`src/rtl/core/bpp_delay.sv`:
```
// Payload delay line for the Boris push pipeline.
// A chain of enabled registers; no dependencies.
module bpp_delay #(
    parameter int WIDTH = 32,
    parameter int DEPTH = 1
) (
    input  logic             clk,
    input  logic             en,
    input  logic [WIDTH-1:0] din,
    output logic [WIDTH-1:0] dout
);

    logic [WIDTH-1:0] line_reg [DEPTH];

    always_ff @(posedge clk)
    begin
        if (en)
        begin
            line_reg[0] <= din;
            for (int i = 1; i < DEPTH; i++)
            begin
                line_reg[i] <= line_reg[i-1];
            end
        end
    end

    assign dout = line_reg[DEPTH-1];

endmodule

```
`config.mk`:
```
export PLATFORM = sky130hd
export DESIGN_NAME = bpp_delay
export DESIGN_NICKNAME = d
export VERILOG_FILES = /design/src/rtl/core/bpp_delay.sv
export SDC_FILE = /design/constraint.sdc
export NUM_CORES = 1
export LEC_CHECK = 0
export ABC_CLOCK_PERIOD_IN_PS = 1000
export BUFFER_PORTS_ARGS = -buffer_cell sky130_fd_sc_hd__buf_2
export CORE_MARGIN = 2
export CORE_UTILIZATION = 42
export DETAILED_ROUTE_END_ITERATION = 6
export HOLD_SLACK_MARGIN = 0.03
export PLACE_DENSITY = 0.81
export SETUP_SLACK_MARGIN = 0.4
export SKIP_LAST_GASP = 1
export SLEW_MARGIN = 20
export SYNTH_ARGS = -nofsm -noshare
export SYNTH_HDL_FRONTEND = slang
export SYNTH_SLANG_ARGS = --single-unit
```
`constraint.sdc`:
```
create_clock -name clk -period 1 [get_ports clk]
set_input_delay 0 -clock clk [delete_from_list [all_inputs] [get_ports clk]]
set_output_delay 0 -clock clk [all_outputs]
set_load 0.02 [all_outputs]
```
==> results.yml, run 1 <==
logic_synthesis:
  yosys_register_bits: 32
  ys_seq_area_share_pct: 100.0
  async_reset_ff_share_pct: 0
  synth.distinct_cells: 1
  synth.avg_cell_area_um2: 30.03
  synth_edf_count: 32
  synth.most_common_cell: "edfxtp_1"
  synthFlopType: "edfxtp_1"
  syn_area_um2: 960.9
  synth_fp_nets: 66
  yosysTopAreaCellShare_pct: 100.0
  yosysWarnings: 0
  synth_area_leaders: "edfxtp_1"
  synth_top_cell_by_area: "edfxtp_1"
  syn_inst: 32
  ys_top_cells_by_count: "edfxtp_1"
setup_path:
  critPathTopFamily: "flip-flops"
  slowest_delay_ps: 410
  worst_ep_required_time_ps: 1000
  path_depth: 1
  start_kind: "flop"
  arrival_ps: 890
  startpoint: "line_reg[0][26]"
  crit_fanout: 1
  path_class: "flop to primary output"
  setup.worst_path.end: "dout[26]"
  crit_path_end_kind: "primary output"
  crit_chain: "buf_6"
  crit_buf_inv: 1
  crit_slowest_cell: "edfxtp_1"
global_route:
  met3_usage_pct: 5.747
  grt.met2_usage_pct: 30.80
  grt_pass1_vias: 713
  grt_overflow: 0
  met1_usage_pct: 20.12
  grt_util_all_layers_pct: 18.25
  grt_pass1_wl_um: 3236
  busiest_layer: "met2"
  antenna_found_initial: 0
  grt_max_degree: 33
timing:
  rsz0062_at_grt: "yes"
  finalCriticalPeriod_ps: 890.6
  clock.fmax_ghz: 1.123
  max_slew_margin_pct: 88.83
  setup_viol: 0
  drv_slew: 0
  setup_tns_ps: 0
  hold_viol_final: 0
  worstMarginPinSlew_ps: 167.5
  fin_crit_sh_pct: 89.06
pwr:
  ir_drop_mv: 1.593
  power.density_nw_per_um2: 1533
  power_uw: 2800
  p_leak_uw: 0.0007803
die:
  initial_utilization_pct: 43.86
  design.portCount: 66
  row_count: 17
  die_h_um: 51.83
  die_area_um2: 2686
  core_um2: 2191
  fp.dieW_um: 51.83
layout:
  fin_nets: 171
  final_util_pct: 83.38
  multi_input_area_um2: 0
  fin_cells: 165
  multi_input_cells: 0
  drive_gt1_share_pct: 52.55
  nFillCells: 114
  fin_area_um2: 1827
  antennaDiodeCount: 0
  largest_reg_flops: 32
  area_delta_synth_final_pct: 90.10
placed_design:
  port_buffers: 65
  gp_congestion: 0.6415
  dpl.cell_count: 126
  placed_area_um2: 1341
clock_tree:
  cts_made_buffers: 5
  cts_sinks: 32
  clockBufferDepth: 2
  cts.clk_slew.worst_paths_ps: 90
  root_buffer: "clkbuf_4"
  cts_tree: "built"
  cts_setup_buffers: 0
  cts.htree.levels: 2
outcome:
  outcome: "completed"
routing:
  totalWireLength_um: 2519
  vias_per_cell: 4.352
  drcViolationCount: 0
  routedWlPerCell_um: 15.27
  dr.pass1.iters: 4
  vias: 718
  drt_iter0_markers: 18
  ant_nets: 0
run:
  cap_violations: 0
worst_hold_path:
  hp-class: "input pin to flop"
## cell type report
class / instances / area (um^2) / share of cell area [%]
Sequential cell: 32 / 960.9 / 52.60
Clock buffer: 6 / 41.29 / 2.260
Tap cell: 28 / 35.03 / 1.918
Clock inverter: 1 / 5.005 / 0.2740
Timing Repair Buffer: 98 / 784.5 / 42.95
## cells in the final DEF, fill, tap and decap left out
cell | synthesis | layout
buf_6 | 0 | 19
dlygate4sd3_1 | 0 | 32
clkbuf_1 | 0 | 1
edfxtp_1 | 32 | 32
clkinv_2 | 0 | 1
buf_12 | 0 | 1
clkbuf_4 | 0 | 5
buf_2 | 0 | 46
## routing by layer
metal	vias to the layer above	routed length, um
li1	339	-
met1	342	993
met2	30	1319
met3	7	133
met4	0	73
met5	-	0
## kinds of logic after synthesis
kind of cell	after synthesis	share of synthesized area [%]
flops	32	100.0
## how the worst min path moves through the flow
stage / from / to / slack, ps / cells past startpoint
2_1_floorplan: din[0] / line_reg[0][0] / 100 / 0
3_3_place_gp: din[31] / line_reg[0][31] / 180 / 1
3_5_place_dp: din[15] / line_reg[0][15] / 180 / 1
4_1_cts: en / line_reg[0][24] / 120 / 2
5_1_grt: en / line_reg[0][11] / 110 / 2
6_report: en / line_reg[0][12] / 110 / 2
## power by group
part	leakage (uW)	internal [uW]	total [uW]	switching [uW]
combinational	0.000439	270	502	233
clock	0.0000281	258	664	405
sequential	0.000313	1590	1630	40.8
## per-stage QoR
stage	hold WS, ps	setup slack [ps]
floorplan	98.87	550.5
global placement	176.2	390.6
detailed placement	178.3	377.5
CTS	119.2	99.25
global route	114.0	73.37
finish	115.0	109.4
## timing repair
| action | CTS | global route |
|---|---|---|
| resized for setup | 8 | 30 |
| endpoints found under the setup margin | 32 | 32 |
| hold endpoints to repair | 32 | 0 |
| hold buffers | 32 | 0 |
Note: power is estimated with default switching activity, not from simulation.
==> inputs of run 2 (changes only) <==
Settings changed: ABC_CLOCK_PERIOD_IN_PS 1000 to 800, CORE_UTILIZATION 42 to 35, PLACE_DENSITY 0.81 to 0.72.
Clock period 1 ns to 0.8 ns, I/O delays scaled along.
==> run 2 against run 1 <==
Net effect: the run now ends with negative hold slack, negative setup slack left; via count down 20%; die area up 18%; non-clock buffer count shrank 32; sequential power rose by 25%; highest routed layer unchanged; largest cell class unchanged; power grew 19%; global-route usage down 6.0 points; setup slack got worse by 200 ps; count of clock-buffer cells in the layout rose by 1; clock power increased by 21%; first-iteration DRC count shrank 22%.
==> results.yml, run 2 (synthesis results as in run 1) <==
setup_path:
  critPathTopFamily: "flip-flops"
  crit_chain: "buf_6"
  crit_buf_inv: 1
  crit_path_end_kind: "primary output"
  path_class: "flop to primary output"
  start_kind: "flop"
  crit_fanout: 1
  slowest_delay_ps: 420
  arrival_ps: 890
  crit_slowest_cell: "edfxtp_1"
  worst_ep_required_time_ps: 800
layout:
  multi_input_cells: 0
  fin_nets: 139
  multi_input_area_um2: 0
  drive_gt1_share_pct: 66.98
  fin_area_um2: 1518
  antennaDiodeCount: 0
  largest_reg_flops: 32
  mostFrequentLayoutCell: "buf_2"
  final_util_pct: 59.64
  layout_common_cells: "buf_2, edfxtp_1, buf_6"
  area_delta_synth_final_pct: 57.94
timing:
  hold_viol_final: 32
  max_slew_margin_pct: 89.08
  clock.fmax_ghz: 1.126
  worstMarginPinSlew_ps: 163.8
  setup_tns_ps: -1496
  holdWs_ps: -151.9
  fin_ws_ps: -87.90
  fin_crit_sh_pct: 111.0
  rsz0062_at_grt: "yes"
  setup_viol: 32
  finalCriticalPeriod_ps: 887.9
  drv_slew: 0
routing:
  drcViolationCount: 0
  routedWlPerCell_um: 12.83
  drt_iter0_markers: 14
  vias_per_cell: 4.228
  totalWireLength_um: 1745
  vias: 575
  ant_nets: 0
  dr.pass1.iters: 4
global_route:
  antenna_found_initial: 0
  grt_util_all_layers_pct: 12.30
  grt_pass1_wl_um: 2773
  grt_pass1_vias: 613
  grt_overflow: 0
  grt_max_degree: 33
clock_tree:
  root_buffer: "clkbuf_4"
  cts_setup_buffers: 0
  cts_tree: "built"
  cts.clk_slew.worst_paths_ps: 90
  cts_made_buffers: 5
  clockBufferDepth: 2
  cts.htree.levels: 2
  cts_sinks: 32
die:
  fp.dieW_um: 56.40
  core_um2: 2545
  die_area_um2: 3180
  row_count: 18
  die_h_um: 56.40
  design.portCount: 66
  initial_utilization_pct: 37.76
worst_hold_path:
  hp-class: "input pin to flop"
pwr:
  power_uw: 3340
  ir_drop_mv: 1.536
  p_leak_uw: 0.0006476
  power.density_nw_per_um2: 2201
placed_design:
  placed_area_um2: 1344
  port_buffers: 65
  place_ws_ps: 184.8
  gp_congestion: 0.6409
run:
  cap_violations: 0
outcome:
  outcome: "complete, but fails checks"
  violations: "negative hold slack, negative setup slack"
run 2: cell types whose count changed in the layout (fill, tap and decap cells not counted):
cell           previous run  this run
buf_6                    19        20
buf_2                    46        45
dlygate4sd3_1            32         0
clkbuf_1                  1         2
clkinv_2                  1         0
clkinv_1                  0         1
run 2: area by class of cell:
class | instances | area, um^2
Fill cell | 219 | 1027
Sequential cell | 32 | 960.9
Timing Repair Buffer | 66 | 470.5
Clock buffer | 7 | 45.04
Tap cell | 30 | 37.54
Clock inverter | 1 | 3.754
run 2: per-stage QoR:
stage | cells | hold WS, ps
final | 136 | -151.9
after global routing | 136 | -171.4
after CTS | 136 | -168.7
after detailed placement | 128 | 178.1
after global placement | 128 | 176.9
after floorplan | 32 | 98.87
run 2: path summary, 6_finish.rpt:
check | from | endpoint | slack, ps | depth (start not counted)
max | line_reg[0][26] | dout[26] | -90 | 1
min | din[26] | line_reg[0][26] | -150 | 1
run 2: what timing repair did:
item | CTS | global route
endpoints found under the hold margin | 32 | 32
gates cloned | 0 | 0
pin swaps | 0 | 0
gates resized for setup | 8 | 32
endpoints found under the setup margin | 32 | 32
run 2: layer usage:
layer	up-vias	share of wire, %	GRT usage (%)
met5	-	0	0
met4	0	1.4	5.102
met3	4	12	8.295
met2	38	56	21.51
met1	256	30	10.84
li1	277	-	-
run 2: report_power, final:
group	internal [uW]	leakage, uW	switching [uW]
sequential	1990	0.000313	48.4
clock	337	0.0000269	464
combinational	240	0.000307	260
total	2570	0.000648	772
