===== src/rtl/core/bpp_pkg.sv =====
// Package for the relativistic Boris particle push core.
// Holds the word format, the packed stream layout and the saturating fixed-point helpers.
// No dependencies.
package bpp_pkg;

    localparam int WORD_W  = 32;
    localparam int FRAC_W  = 24;
    localparam int PROD_QW = 2 * WORD_W - FRAC_W;
    localparam int SQ_N    = (WORD_W + FRAC_W) / 2;
    localparam int DIV_LAT = WORD_W + 1;
    localparam int IN_W    = 12 * WORD_W;
    localparam int GAMMA_W = WORD_W - 1;
    localparam int OUT_W   = ((6 * WORD_W + GAMMA_W + 7) / 8) * 8;
    localparam int ADDR_W  = 2;

    typedef logic signed [WORD_W-1:0] word_t;
    typedef word_t [2:0] vec3_t;
    typedef logic [PROD_QW-1:0] prod_q_t;

    localparam word_t MAX_POS = {1'b0, {(WORD_W-1){1'b1}}};
    localparam word_t MIN_NEG = {1'b1, {(WORD_W-1){1'b0}}};
    localparam word_t FX_ONE  = word_t'(1 << FRAC_W);
    localparam word_t FX_TWO  = word_t'(2 << FRAC_W);

    localparam logic [ADDR_W-1:0] CFG_HALF_KICK = 2'd0;
    localparam logic [ADDR_W-1:0] CFG_INV_C2    = 2'd1;
    localparam logic [ADDR_W-1:0] CFG_TIME_STEP = 2'd2;

    function automatic logic [WORD_W-1:0] mag(input word_t a);
        logic [WORD_W-1:0] u;
        u = $unsigned(a);
        if (a[WORD_W-1])
        begin
            u = ~u + 1'b1;
        end
        return u;
    endfunction

    function automatic word_t from_mag(input logic neg, input prod_q_t q);
        prod_q_t lim;
        lim = {{(PROD_QW-WORD_W){1'b0}}, MAX_POS};
        if (!neg)
        begin
            return (q > lim) ? MAX_POS : word_t'(q[WORD_W-1:0]);
        end
        return (q > lim) ? MIN_NEG : word_t'(-q[WORD_W-1:0]);
    endfunction

    function automatic word_t fx_mul(input word_t a, input word_t b);
        logic [2*WORD_W-1:0] pr;
        pr = mag(a) * mag(b);
        return from_mag(a[WORD_W-1] ^ b[WORD_W-1], pr[2*WORD_W-1:FRAC_W]);
    endfunction

    function automatic word_t clamp_wide(input logic signed [WORD_W:0] s);
        if (s[WORD_W] != s[WORD_W-1])
        begin
            return s[WORD_W] ? MIN_NEG : MAX_POS;
        end
        return s[WORD_W-1:0];
    endfunction

    function automatic word_t sat_add(input word_t a, input word_t b);
        logic signed [WORD_W:0] s;
        s = {a[WORD_W-1], a} + {b[WORD_W-1], b};
        return clamp_wide(s);
    endfunction

    function automatic word_t sat_sub(input word_t a, input word_t b);
        logic signed [WORD_W:0] s;
        s = {a[WORD_W-1], a} - {b[WORD_W-1], b};
        return clamp_wide(s);
    endfunction

    function automatic word_t clamp_pos(input logic [WORD_W+1:0] s);
        return (s > {2'b00, MAX_POS}) ? MAX_POS : word_t'(s[WORD_W-1:0]);
    endfunction

endpackage


===== src/rtl/core/bpp_sqrt.sv =====
// Pipelined fixed-point square root, one root bit per stage.
// Returns floor(sqrt(x << FRAC_W)); depends on bpp_pkg.
module bpp_sqrt (
    input  logic          clk,
    input  logic          en,
    input  bpp_pkg::word_t x,
    output bpp_pkg::word_t root
);
    import bpp_pkg::*;

    localparam int RAD_W = 2 * SQ_N;
    localparam int REM_W = SQ_N + 2;

    logic [REM_W-1:0] rem_reg  [SQ_N];
    logic [SQ_N-1:0]  root_reg [SQ_N];
    logic [RAD_W-1:0] rad_reg  [SQ_N];
    logic [REM_W-1:0] rem_in   [SQ_N];
    logic [SQ_N-1:0]  root_in  [SQ_N];
    logic [RAD_W-1:0] rad_in   [SQ_N];
    logic [WORD_W-1:0] ux;

    assign ux = x[WORD_W-1] ? '0 : $unsigned(x);

    for (genvar s = 0; s < SQ_N; s++)
    begin : g_stage
        logic [REM_W-1:0] rem_shift;
        logic [REM_W-1:0] trial;
        logic             fits;

        if (s == 0)
        begin : g_first
            assign rem_in[s]  = '0;
            assign root_in[s] = '0;
            assign rad_in[s]  = {{(RAD_W-WORD_W-FRAC_W){1'b0}}, ux, {FRAC_W{1'b0}}};
        end
        else
        begin : g_next
            assign rem_in[s]  = rem_reg[s-1];
            assign root_in[s] = root_reg[s-1];
            assign rad_in[s]  = rad_reg[s-1];
        end

        assign rem_shift = {rem_in[s][REM_W-3:0], rad_in[s][RAD_W-1:RAD_W-2]};
        assign trial     = {root_in[s], 2'b01};
        assign fits      = rem_shift >= trial;

        always_ff @(posedge clk)
        begin
            if (en)
            begin
                rem_reg[s]  <= fits ? rem_shift - trial : rem_shift;
                root_reg[s] <= {root_in[s][SQ_N-2:0], fits};
                rad_reg[s]  <= {rad_in[s][RAD_W-3:0], 2'b00};
            end
        end
    end

    assign root = word_t'({{(WORD_W-SQ_N){1'b0}}, root_reg[SQ_N-1]});

endmodule


===== config.mk =====
export PLATFORM = sky130hd
export DESIGN_NAME = bpp_sqrt
export DESIGN_NICKNAME = d
export VERILOG_FILES = /design/src/rtl/core/bpp_pkg.sv /design/src/rtl/core/bpp_sqrt.sv
export SDC_FILE = /design/constraint.sdc
export NUM_CORES = 2
export LEC_CHECK = 0
export ABC_AREA = 1
export BUFFER_PORTS_ARGS = -buffer_cell sky130_fd_sc_hd__buf_2
export CORE_MARGIN = 2
export CORE_UTILIZATION = 38
export DETAILED_ROUTE_END_ITERATION = 10
export SYNTH_ARGS = -nofsm -noshare
export SYNTH_HDL_FRONTEND = slang
export SYNTH_SLANG_ARGS = --single-unit

===== constraint.sdc =====
create_clock -name clk -period 6.5 [get_ports clk]
set_input_delay 0.975 -clock clk [delete_from_list [all_inputs] [get_ports clk]]
set_output_delay 0.975 -clock clk [all_outputs]
set_load 0.005 [all_outputs]

==> impl_metrics.toml <==
[yosys]
synth_compound_area_share_pct = 5.49
syn_inst = 10600
avgSynthCellArea_um2 = 7.99
synth.largest_area_cell = "edfxtp_1"
ys_seq_area_share_pct = 47.9
synth_area_leaders = "edfxtp_1, nand2_1, inv_1"
synth_top_area_share_pct = 47.9
ys_warn_count = 0
ys_types = 53
netlist_area_mm2 = 0.0844
synth_seq_cells = 1346
synthMuxAreaShare_pct = 0
yosys.area_share.simple_pct = 27.8
synth_xor_area_share_pct = 2.84
synthAdderAreaFrac_pct = 6.34
synth_top_family_by_area = "simple AND/OR/NAND/NOR gates"

[critical_path]
worstSetupPathType = "register to register"
crit_fanout = 33
cp-start-kind = "register"
cp.required_ps = 7040
worstPathArrival_ps = 3770
setup.worst_path.end_class = "register"

[detailed_routing]
vias_per_cell = 4.89
ant_nets = 0
drc = 0
wl_per_cell_um = 16.8
drtIter0Drc = 5199
first_pass_iters = 8
via_count = 67500
routed_wl_um = 232000

[worst_hold_path]
hold_class = "input port to register"

[global_routing]
grt_pass1_wl_um = 362000
grt_use_total_pct = 20.4
antenna_found_initial = 1
grt_pass1_vias = 64800
grt_max_degree = 190
grt-ovfl-total = 0

[timing]
min_period_ps = 3230
fmax_mhz = 310
fin_crit_sh_pct = 49.7
relSlewSlack_pct = 29.3
hold_viol_final = 0
fin_skew_ps = 85.2
worstMarginPinSlew_ps = 1060
finalSetupViolations = 0
maxSlewViolCount = 0
finalSetupTns_ps = 0
rsz0062_at_grt = "no"

[clocking]
clk-insertion-delay-late_ps = 830
cts_buffers = 153
cts_resized = 0
cts_setup_buffers = 0
cts_num_sinks = 1346
htree_levels = 4
holdBufCountCts = 0
clk_pin_slew_worst_paths_ps = 60
clockBufferDepth = 3
cts-root-buf = "clkbuf_16"
cts_tree = "done"

[floorplanning]
fp-row-count = 173
die_h_um = 475
core_mm2 = 0.221
die-area_mm2 = 0.226
pin_count = 66
start_util_pct = 38.1
die_x_um = 475

[run_status]
status = "completed"

[placed_design]
portBuffers = 61
post-dp-hpwl_um = 183000
place.gp.congestion = 0.950

[final_layout]
n_antenna_cell = 0
finalNetCount = 11200
largest_register_ffs = 700
layout_common_cells = "nand2_1, inv_1, edfxtp_1"
final_common_cell = "nand2_1"
drive_gt1_share_pct = 5.17
area_delta_synth_final_pct = 10.5

[run]
maxCapViolCount = 0

[power]
total_power_mw = 28.2
ir_drop_mv = 0.269
power_density_mw_per_mm2 = 303
p_leak_nw = 43.4
## per-stage QoR
stage	utilization, %	cells	hold slack, ps	instance area [um^2]	setup slack [ps]
final	42.1	13800	390	93200	3270
after global routing	42.1	13800	353	93200	2950
after CTS	42.1	13800	321	93200	3250
after detailed placement	39.7	13500	405	87900	3280
after global placement	39.7	13500	401	87900	3290
after floorplan	-	10600	400	84400	4250
## critical path: stages, from the launching register on
cell and delay, ps:
edfxtp_1 400, inv_1 70, ha_1 150, inv_1 50, fa_1 400, inv_1 100, nand3_1 70, nand3_1 160
nand3_1 100, nand3_1 140, nand2_1 130, nand2_1 500, inv_2 420, nand2_1 170, o21ai_1 80
## synthesized netlist by cell type, drive strengths merged
library cell	count
nand2	3555
inv	1955
edfxtp	1346
nor2	951
nand3	673
a21oi	470
ha	410
o21ai	303
nand4	172
xor2	153
xnor2	121
nor3	111
buf	91
nand3b	69
or2	47
o21bai	30
and2	22
nor4	19
fa	11
and3	9
a21boi	8
o21a	8
a21o	5
nand2b	5
nor3b	5
clkbuf	4
a31oi	3
o211ai	3
a211oi	2
clkinv	2
a31o	1
and3b	1
conb	1
o2111ai	1
## final timing paths
check / start / to / slack (ps) / depth (start not counted)
max: root_reg[9][0]$_DFFE_PP_ / rem_reg[1][93]$_DFFE_PP_ / 3270 / 14
min: x[22] / rad_reg[0][46]$_SDFFCE_PP0P_ / 390 / 3
max reg2reg: root_reg[9][0]$_DFFE_PP_ / rem_reg[1][93]$_DFFE_PP_ / 3270 / 14
min reg2reg: rad_reg[0][374]$_DFFE_PP_ / rad_reg[0][430]$_DFFE_PP_ / 400 / 0
## cells by family (layout without fill, tap and decap cells)
family | count (synthesis) | count (layout)
other | 1 | 5
adder cells (fa/ha/maj) | 421 | 421
XOR/XNOR | 274 | 274
AND/OR/NAND/NOR | 5639 | 5639
flip-flops | 1346 | 1346
buffers and inverters | 2052 | 2316
AO/OA/AOI/OAI | 834 | 834
## area by class of cell
class | count | area (um^2)
timing repair buffer | 80 | 538
multi-input combinational | 7173 | 35900
inverter | 1957 | 7360
clock buffer | 173 | 3900
tap | 2975 | 3720
clock inverter | 106 | 1410
fill | 22300 | 128000
sequential | 1346 | 40400
## where the power goes
| group | internal [mW] | switching, mW | leakage [nW] |
|---|---|---|---|
| combinational | 2.41 | 4.88 | 28.1 |
| clock | 5.18 | 3.86 | 2.53 |
| sequential | 11.0 | 0.911 | 12.7 |
| total | 18.6 | 9.65 | 43.4 |
## metal layers
metal	vias up	wire [um]	share of wire (%)	global-route usage, %
met5	-	0	0	0
met4	0	8030	3.5	6.92
met3	435	10100	4.3	2.41
met2	1651	113000	49	35.7
met1	31200	101000	43	25.9
li1	34200	-	-	-
No activity file was read; power rests on OpenSTA's default activity.
