--- config.mk ---
export PLATFORM = sky130hd
export DESIGN_NAME = bpp_div
export DESIGN_NICKNAME = d
export VERILOG_FILES = /design/src/rtl/core/bpp_pkg.sv /design/src/rtl/core/bpp_div.sv
export SDC_FILE = /design/constraint.sdc
export NUM_CORES = 2
export LEC_CHECK = 0
export BUFFER_PORTS_ARGS = -buffer_cell sky130_fd_sc_hd__buf_2
export CELL_PAD_IN_SITES_DETAIL_PLACEMENT = 2
export CELL_PAD_IN_SITES_GLOBAL_PLACEMENT = 2
export CORE_ASPECT_RATIO = 1.2
export CORE_UTILIZATION = 45
export CTS_CLUSTER_SIZE = 30
export DETAILED_ROUTE_END_ITERATION = 7
export MAX_ROUTING_LAYER = met4
export PLACE_DENSITY = 0.93
export SYNTH_ARGS = -nofsm -noshare
export SYNTH_HDL_FRONTEND = slang
export SYNTH_MEMORY_MAX_BITS = 65536
export SYNTH_SLANG_ARGS = --single-unit
--- constraint.sdc ---
create_clock -name clk -period 7 [get_ports clk]
set_input_delay 1.4 -clock clk [delete_from_list [all_inputs] [get_ports clk]]
set_output_delay 1.4 -clock clk [all_outputs]
set_load 0.1 [all_outputs]
--- src/rtl/core/bpp_pkg.sv ---
// Package for the relativistic Boris particle push core.
// Holds the word format, the packed stream layout and the saturating fixed-point helpers.
// No dependencies.
package bpp_pkg;

    localparam int WORD_W  = 32;
    localparam int FRAC_W  = 24;
    localparam int PROD_QW = 2 * WORD_W - FRAC_W;
    localparam int SQ_N    = (WORD_W + FRAC_W) / 2;
    localparam int DIV_LAT = WORD_W + 1;
    localparam int IN_W    = 12 * WORD_W;
    localparam int GAMMA_W = WORD_W - 1;
    localparam int OUT_W   = ((6 * WORD_W + GAMMA_W + 7) / 8) * 8;
    localparam int ADDR_W  = 2;

    typedef logic signed [WORD_W-1:0] word_t;
    typedef word_t [2:0] vec3_t;
    typedef logic [PROD_QW-1:0] prod_q_t;

    localparam word_t MAX_POS = {1'b0, {(WORD_W-1){1'b1}}};
    localparam word_t MIN_NEG = {1'b1, {(WORD_W-1){1'b0}}};
    localparam word_t FX_ONE  = word_t'(1 << FRAC_W);
    localparam word_t FX_TWO  = word_t'(2 << FRAC_W);

    localparam logic [ADDR_W-1:0] CFG_HALF_KICK = 2'd0;
    localparam logic [ADDR_W-1:0] CFG_INV_C2    = 2'd1;
    localparam logic [ADDR_W-1:0] CFG_TIME_STEP = 2'd2;

    function automatic logic [WORD_W-1:0] mag(input word_t a);
        logic [WORD_W-1:0] u;
        u = $unsigned(a);
        if (a[WORD_W-1])
        begin
            u = ~u + 1'b1;
        end
        return u;
    endfunction

    function automatic word_t from_mag(input logic neg, input prod_q_t q);
        prod_q_t lim;
        lim = {{(PROD_QW-WORD_W){1'b0}}, MAX_POS};
        if (!neg)
        begin
            return (q > lim) ? MAX_POS : word_t'(q[WORD_W-1:0]);
        end
        return (q > lim) ? MIN_NEG : word_t'(-q[WORD_W-1:0]);
    endfunction

    function automatic word_t fx_mul(input word_t a, input word_t b);
        logic [2*WORD_W-1:0] pr;
        pr = mag(a) * mag(b);
        return from_mag(a[WORD_W-1] ^ b[WORD_W-1], pr[2*WORD_W-1:FRAC_W]);
    endfunction

    function automatic word_t clamp_wide(input logic signed [WORD_W:0] s);
        if (s[WORD_W] != s[WORD_W-1])
        begin
            return s[WORD_W] ? MIN_NEG : MAX_POS;
        end
        return s[WORD_W-1:0];
    endfunction

    function automatic word_t sat_add(input word_t a, input word_t b);
        logic signed [WORD_W:0] s;
        s = {a[WORD_W-1], a} + {b[WORD_W-1], b};
        return clamp_wide(s);
    endfunction

    function automatic word_t sat_sub(input word_t a, input word_t b);
        logic signed [WORD_W:0] s;
        s = {a[WORD_W-1], a} - {b[WORD_W-1], b};
        return clamp_wide(s);
    endfunction

    function automatic word_t clamp_pos(input logic [WORD_W+1:0] s);
        return (s > {2'b00, MAX_POS}) ? MAX_POS : word_t'(s[WORD_W-1:0]);
    endfunction

endpackage

--- src/rtl/core/bpp_div.sv ---
// Pipelined saturating fixed-point divider, one quotient bit per stage plus a clamp stage.
// Computes (num << FRAC_W) / den truncated toward zero; depends on bpp_pkg.
module bpp_div (
    input  logic          clk,
    input  logic          en,
    input  bpp_pkg::word_t num,
    input  bpp_pkg::word_t den,
    output bpp_pkg::word_t quo
);
    import bpp_pkg::*;

    localparam int N  = WORD_W;
    localparam int RW = WORD_W + 1;

    logic [RW-1:0]     r_reg   [N];
    logic [N-1:0]      q_reg   [N];
    logic [N-1:0]      lo_reg  [N];
    logic [WORD_W-1:0] d_reg   [N];
    logic              neg_reg [N];
    logic              bad_reg [N];
    logic [RW-1:0]     r_in    [N];
    logic [N-1:0]      q_in    [N];
    logic [N-1:0]      lo_in   [N];
    logic [WORD_W-1:0] d_in    [N];
    logic              neg_in  [N];
    logic              bad_in  [N];
    logic [WORD_W+FRAC_W-1:0] dvd;
    word_t             quo_reg;

    assign dvd = {mag(num), {FRAC_W{1'b0}}};

    for (genvar s = 0; s < N; s++)
    begin : g_stage
        logic [RW-1:0] r_shift;
        logic          fits;

        if (s == 0)
        begin : g_first
            assign r_in[s]   = {{(RW-FRAC_W){1'b0}}, dvd[WORD_W+FRAC_W-1:WORD_W]};
            assign q_in[s]   = '0;
            assign lo_in[s]  = dvd[WORD_W-1:0];
            assign d_in[s]   = $unsigned(den);
            assign neg_in[s] = num[WORD_W-1];
            assign bad_in[s] = den[WORD_W-1] || (den == '0);
        end
        else
        begin : g_next
            assign r_in[s]   = r_reg[s-1];
            assign q_in[s]   = q_reg[s-1];
            assign lo_in[s]  = lo_reg[s-1];
            assign d_in[s]   = d_reg[s-1];
            assign neg_in[s] = neg_reg[s-1];
            assign bad_in[s] = bad_reg[s-1];
        end

        assign r_shift = {r_in[s][RW-2:0], lo_in[s][N-1]};
        assign fits    = r_shift >= {1'b0, d_in[s]};

        always_ff @(posedge clk)
        begin
            if (en)
            begin
                r_reg[s]   <= fits ? r_shift - {1'b0, d_in[s]} : r_shift;
                q_reg[s]   <= {q_in[s][N-2:0], fits};
                lo_reg[s]  <= {lo_in[s][N-2:0], 1'b0};
                d_reg[s]   <= d_in[s];
                neg_reg[s] <= neg_in[s];
                bad_reg[s] <= bad_in[s];
            end
        end
    end

    always_ff @(posedge clk)
    begin
        if (en)
        begin
            quo_reg <= bad_reg[N-1] ? '0 :
                from_mag(neg_reg[N-1], {{(PROD_QW-N){1'b0}}, q_reg[N-1]});
        end
    end

    assign quo = quo_reg;

endmodule

==> summary.md, run 1 <==
| Metric | Value |
|---|---|
| Outcome | `did not finish` |
| Stopping stage | `5_1_grt` |
| Run Error | `[ERROR GRT-0232] Routing congestion too high. Check the congestion heatmap in the GUI.` |
| Post-synthesis area per instance | `around 11 sq um` |
| Net count after synthesis | `13.7k` |
| EDFF count, synth | `2636` |
| Clock Root Buffer | `clkbuf_16` |
| Synth area leaders | `edfxtp_1 (55%), ha_1 (8.8%), a21oi_1 (3.4%)` |
| Synthesized cell area | `145000 sq um` |
| Place WS | `-0.288 ns` |
| Ports | `98` |
| Die W | `slightly above 500 um` |
| Largest net degree at the start of global routing | `~170` |
| Clk sinks | `2636` |
| Post-synthesis register bit count | `2636` |
| GR repair worst EP | `r_reg[13][23]$_DFFE_PP_/D` |
| Post-synth top flop | `edfxtp_1` |
| Detail Placement HPWL | `around 400000 um` |
| Post-CTS Resized | `0` |
| Post-CTS setup buffer count | `0` |
| Gpl congestion | `0.941` |
| Total GRT Usage | `0.608` |
| Worst EP kind | `sequential cell input` |
| CTS buffer count | `295` |
| IO Port Bufs | `97` |
| # H-tree levels | `5` |
| Post-synth top area share | `0.547` |
| Post-synthesis cell type count | `93` |
| Initial cell density of the core | `0.453` |
| Post-synthesis sequential area ratio | `0.547` |
| Num rows | `approximately 230` |
| Initial antenna violation count | `222` |
| Ys async rst share | `0` |
| CTS Buffer Depth | `4` |
| Post-synth top area cell | `edfxtp_1` |
| Synthesized instance count | `12.6k` |
| GRT overflow | `204` |
| DIE HEIGHT | `623 um` |
| CTS hold repair buffers | `0` |
| Syn. warnings | `0` |
[routing by layer]
layer / global-route usage / GRT overflow
met5: - / -
met3: 0.428 / 19
met2: 0.788 / 70
met4: 0.570 / 113
met1: 0.585 / 2
[cell families after synthesis]
group / synth area share
adders and majority gates: 0.0924
DFF: 0.547
xor gates and xnor gates: 0.0517
buffers and inverters: 0.0409
AOI/OAI and AO/OA: 0.144
and+or+nand+nor: 0.0915
muxes: 0.0319
[synthesized netlist by cell type, types with 84 or more instances]
cell / instances
xnor2_1: 508
nor2b_1: 166
nand2b_1: 168
o21bai_1: 108
edfxtp_1: 2636
a211oi_1: 84
nor3_1: 149
a31oi_1: 90
o21ai_0: 865
ha_1: 1018
a21o_1: 509
a21oi_1: 996
inv_1: 1286
clkbuf_1: 236
nor2_1: 721
mux2_2: 383
nand4_1: 143
o21a_1: 139
xor2_1: 345
nand3_1: 218
nand2_1: 840
[metrics by stage]
step | cells | TNS, ns | instance area, sq um
after CTS | 17407 | 0 | 161000
after global placement | 16888 | -5.43 | 151000
after floorplan | 12625 | 0 | 145000
after detailed placement | 16888 | -5.03 | 151000
==> run 2: changes to the inputs <==
==> config.mk (replaced) <==
export PLATFORM = sky130hd
export DESIGN_NAME = bpp_div
export DESIGN_NICKNAME = d
export VERILOG_FILES = /design/src/rtl/core/bpp_pkg.sv /design/src/rtl/core/bpp_div.sv
export SDC_FILE = /design/constraint.sdc
export NUM_CORES = 2
export LEC_CHECK = 0
export BUFFER_PORTS_ARGS = -buffer_cell sky130_fd_sc_hd__buf_2
export CORE_UTILIZATION = 40
export DETAILED_ROUTE_END_ITERATION = 7
export PLACE_DENSITY_LB_ADDON = 0.15
export SYNTH_ARGS = -nofsm -noshare
export SYNTH_HDL_FRONTEND = slang
export SYNTH_MEMORY_MAX_BITS = 65536
export SYNTH_SLANG_ARGS = --single-unit
==> run 2 against run 1 <==
  * The flow now finishes, with violations (design-rule violations)
  * Synthesized area stayed put
  * Synthesized cell count stayed put
==> summary.md, run 2 <==
| Metric | Value |
|---|---|
| Slew Limit Headroom | `0.254` |
| Peak Freq | `about 160 MHz` |
| GR Layer Usage met3 | `0.0222` |
| GR Layer Usage met2 | `0.389` |
| Period Utilization, post-route | `0.904` |
| Clock insertion delay at the later pin of the skew report | `0.95 ns` |
| Initial antenna violation count | `4` |
| Setup crit start | `num[4]` |
| Num rows | `220` |
| Hold Vio Cnt, Final | `0` |
| # H-tree levels | `5` |
| Post-synth top area cell | `edfxtp_1` |
| Failing checks | `design-rule violations` |
| Clock skew | `about 0.08 ns` |
| Hold WC Path Type | `reg2reg` |
| FILL cells | `approximately 33k` |
| Layout cells sized above 1 | `0.0943` |
| R2r startpoint | `d_reg[3][98]` |
| Most frequent cell after synthesis | `edfxtp_1` |
| First-pass GRT wire length | `567000 um` |
| Syn. warnings | `0` |
| IO Port Bufs | `97` |
| Clk slew on worst S/H paths | `0.06 ns` |
| GRT overflow | `0` |
| WL final | `370000 um` |
| Mean number of vias per cell | `5.36` |
| Clock Root Buffer | `clkbuf_16` |
| Ys async rst share | `0` |
| Post-synth top cells | `edfxtp_1 (2636), inv_1 (1286), ha_1 (1018)` |
| LEAKAGE | `0.0653 uW` |
| Post-CTS setup buffer count | `0` |
| Flop2flop setup slack | `~1.8 ns` |
| Vias in the first global route | `99.2k` |
| Post-synth top area share | `0.547` |
| Worst setup EP type | `register` |
| Post-synthesis area per instance | `11.5 sq um` |
| CTS hold repair buffers | `0` |
| Ports | `98` |
| Synth area leaders | `edfxtp_1 (55%), ha_1 (8.8%), a21oi_1 (3.4%)` |
| CTS buffer count | `310` |
| Largest net degree at the start of global routing | `166` |
| Synthesized cell area | `~140000 sq um` |
| Crit path kind | `in2reg` |
| Post-synthesis sequential area ratio | `0.547` |
| Fin. max-slew vios | `0` |
| Post-synthesis register bit count | `2636` |
| Die area | `about 360000 sq um` |
| Power, Total | `75800 uW` |
| Outcome | `finished with violations` |
| Crit path required time | `7.67 ns` |
| Via count | `slightly below 100k` |
| Unrepaired setup endpoints after global routing | `false` |
| Most common cell after layout, fill and taps aside | `edfxtp_1` |
| DIE HEIGHT | `just over 600 um` |
| M1 GR Usage | `0.209` |
| Post-CTS Resized | `0` |
| Detail Placement HPWL | `284000 um` |
| Pwr per Cell Area | `468 nW/um^2` |
| Initial cell density of the core | `0.402` |
| Core area | `between 300000 and 400000 sq um` |
| WL per Instance | `approximately 21 um` |
| Setup violation total in the final timing report | `0` |
| Gpl congestion | `a little over 0.9` |
| CTS tree | `done` |
| Worst Tran Pin Value | `1.09 ns` |
| Total GRT Usage | `0.199` |
| DR pass1 iterations | `8` |
| Post-synthesis cell type count | `93` |
| ANT nets after route | `0` |
| EDFF count, synth | `roughly 2.6k` |
| Post-synth top flop | `edfxtp_1` |
| Most used routing layer | `met2` |
| Clk sinks | `2636` |
| Synthesized instance count | `12.6k` |
| Reg2Reg Depth | `14` |
| Hold slack | `around 0.40 ns` |
| Crit Path Max Fanout | `2` |
| Max-cap viol count | `0` |
| CTS Buffer Depth | `4` |
| Area grow syn2layout | `12.0%` |
| Layout Utilization | `0.451` |
| Critical path data arrival time | `7.00 ns` |
| Worst setup endpoint | `r_reg[0][22]` |
| # DRC | `1` |
| R2R Path End | `r_reg[8][1]` |
| Net count after synthesis | `13.7k` |
| Critical Path Source Type | `input pin` |
| Die W | `between 600 and 700 um` |
| Setup TNS | `0 ns` |
| VDD IR max | `roughly 0.00027 V` |
| Period minus WS final | `6.33 ns` |
| Commonest cells after routing, fill and taps aside | `edfxtp_1 (2636), inv_1 (1286), ha_1 (1018)` |
| Iter 0 DRT Violations | `~6.0k` |
| Fin nets | `14.1k` |
run 2: cell counts after synthesis:
Identical to the previous run, type by type.
run 2: cell families after synthesis:
| logic type | Yosys count | share of synthesized area |
|---|---|---|
| compound gates | 3336 | 0.144 |
| xor+xnor | 853 | 0.0517 |
| fa+ha+maj | 1049 | 0.0924 |
| buf+inv | 1560 | 0.0409 |
| flops | 2636 | 0.547 |
| mux | 413 | 0.0319 |
| simple gates | 2778 | 0.0915 |
run 2: layout make-up:
| cell class | instances | area [sq um] | share of cell area |
|---|---|---|---|
| Sequential cell | 2636 | 79200 | 0.489 |
| Multi-Input combinational cell | 8429 | 59900 | 0.369 |
| Clock buffer | 380 | 8110 | 0.0500 |
| Tap cell | 4773 | 5970 | 0.0369 |
| Inverter | 1286 | 4830 | 0.0298 |
| Timing Repair Buffer | 315 | 2340 | 0.0144 |
| Clock inverter | 174 | 1740 | 0.0107 |
| Antenna cell | 2 | 5.00 | 0.0000309 |
run 2: per-stage QoR:
| step | std cells | worst slack [ns] | cell area, sq um |
|---|---|---|---|
| after CTS | 17993 | 0.581 | 162000 |
| after detailed placement | 17439 | -0.409 | 152000 |
| after global routing | 17994 | 0.260 | 162000 |
| after floorplan | 12625 | 0.850 | 145000 |
| after global placement | 17439 | -0.602 | 152000 |
| final | 17995 | 0.672 | 162000 |
run 2: critical path, cell delays in order:
cell	delay, ns
buf_2	0.11
nor4_1	0.36
buf_4	0.18
nand3_1	0.32
buf_4	0.27
o21ai_0	0.18
xor2_1	0.41
ha_1	0.26
inv_1	0.06
fa_1	0.41
a211oi_1	0.34
o211ai_1	0.19
a22o_1	0.28
o41ai_1	0.30
buf_4	0.18
o211ai_1	0.13
or4_1	0.48
a31o_2	0.27
a21oi_1	0.25
o21ai_0	0.18
xnor2_1	0.16
mux2_2	0.26
run 2: worst min-delay path by stage:
stage,startpoint,end,cells after the start
after CTS,q_reg[9][34],q_reg[10][3],0
after global placement,q_reg[13][19],q_reg[13][52],0
after detailed placement,bad_reg[1][6],bad_reg[1][7],0
final,q_reg[9][34],q_reg[10][3],0
after floorplan,bad_reg[0][9],bad_reg[0][10],0
after global routing,q_reg[4][7],q_reg[4][40],0
run 2: where the power goes:
group          internal (uW)  switching (uW)  leakage, uW
sequential             23200            2290       0.0258
combinational          14500           19900       0.0347
clock                   9180            6670      0.00477
run 2: metal layers:
metal / vias to the layer above / wire length (um)
met5: - / 0
met4: 0 / 20200
met3: 814 / 11100
met2: 1876 / 199000
met1: 46577 / 139000
li1: 47129 / -
No activity file was read; power rests on OpenSTA's default activity.
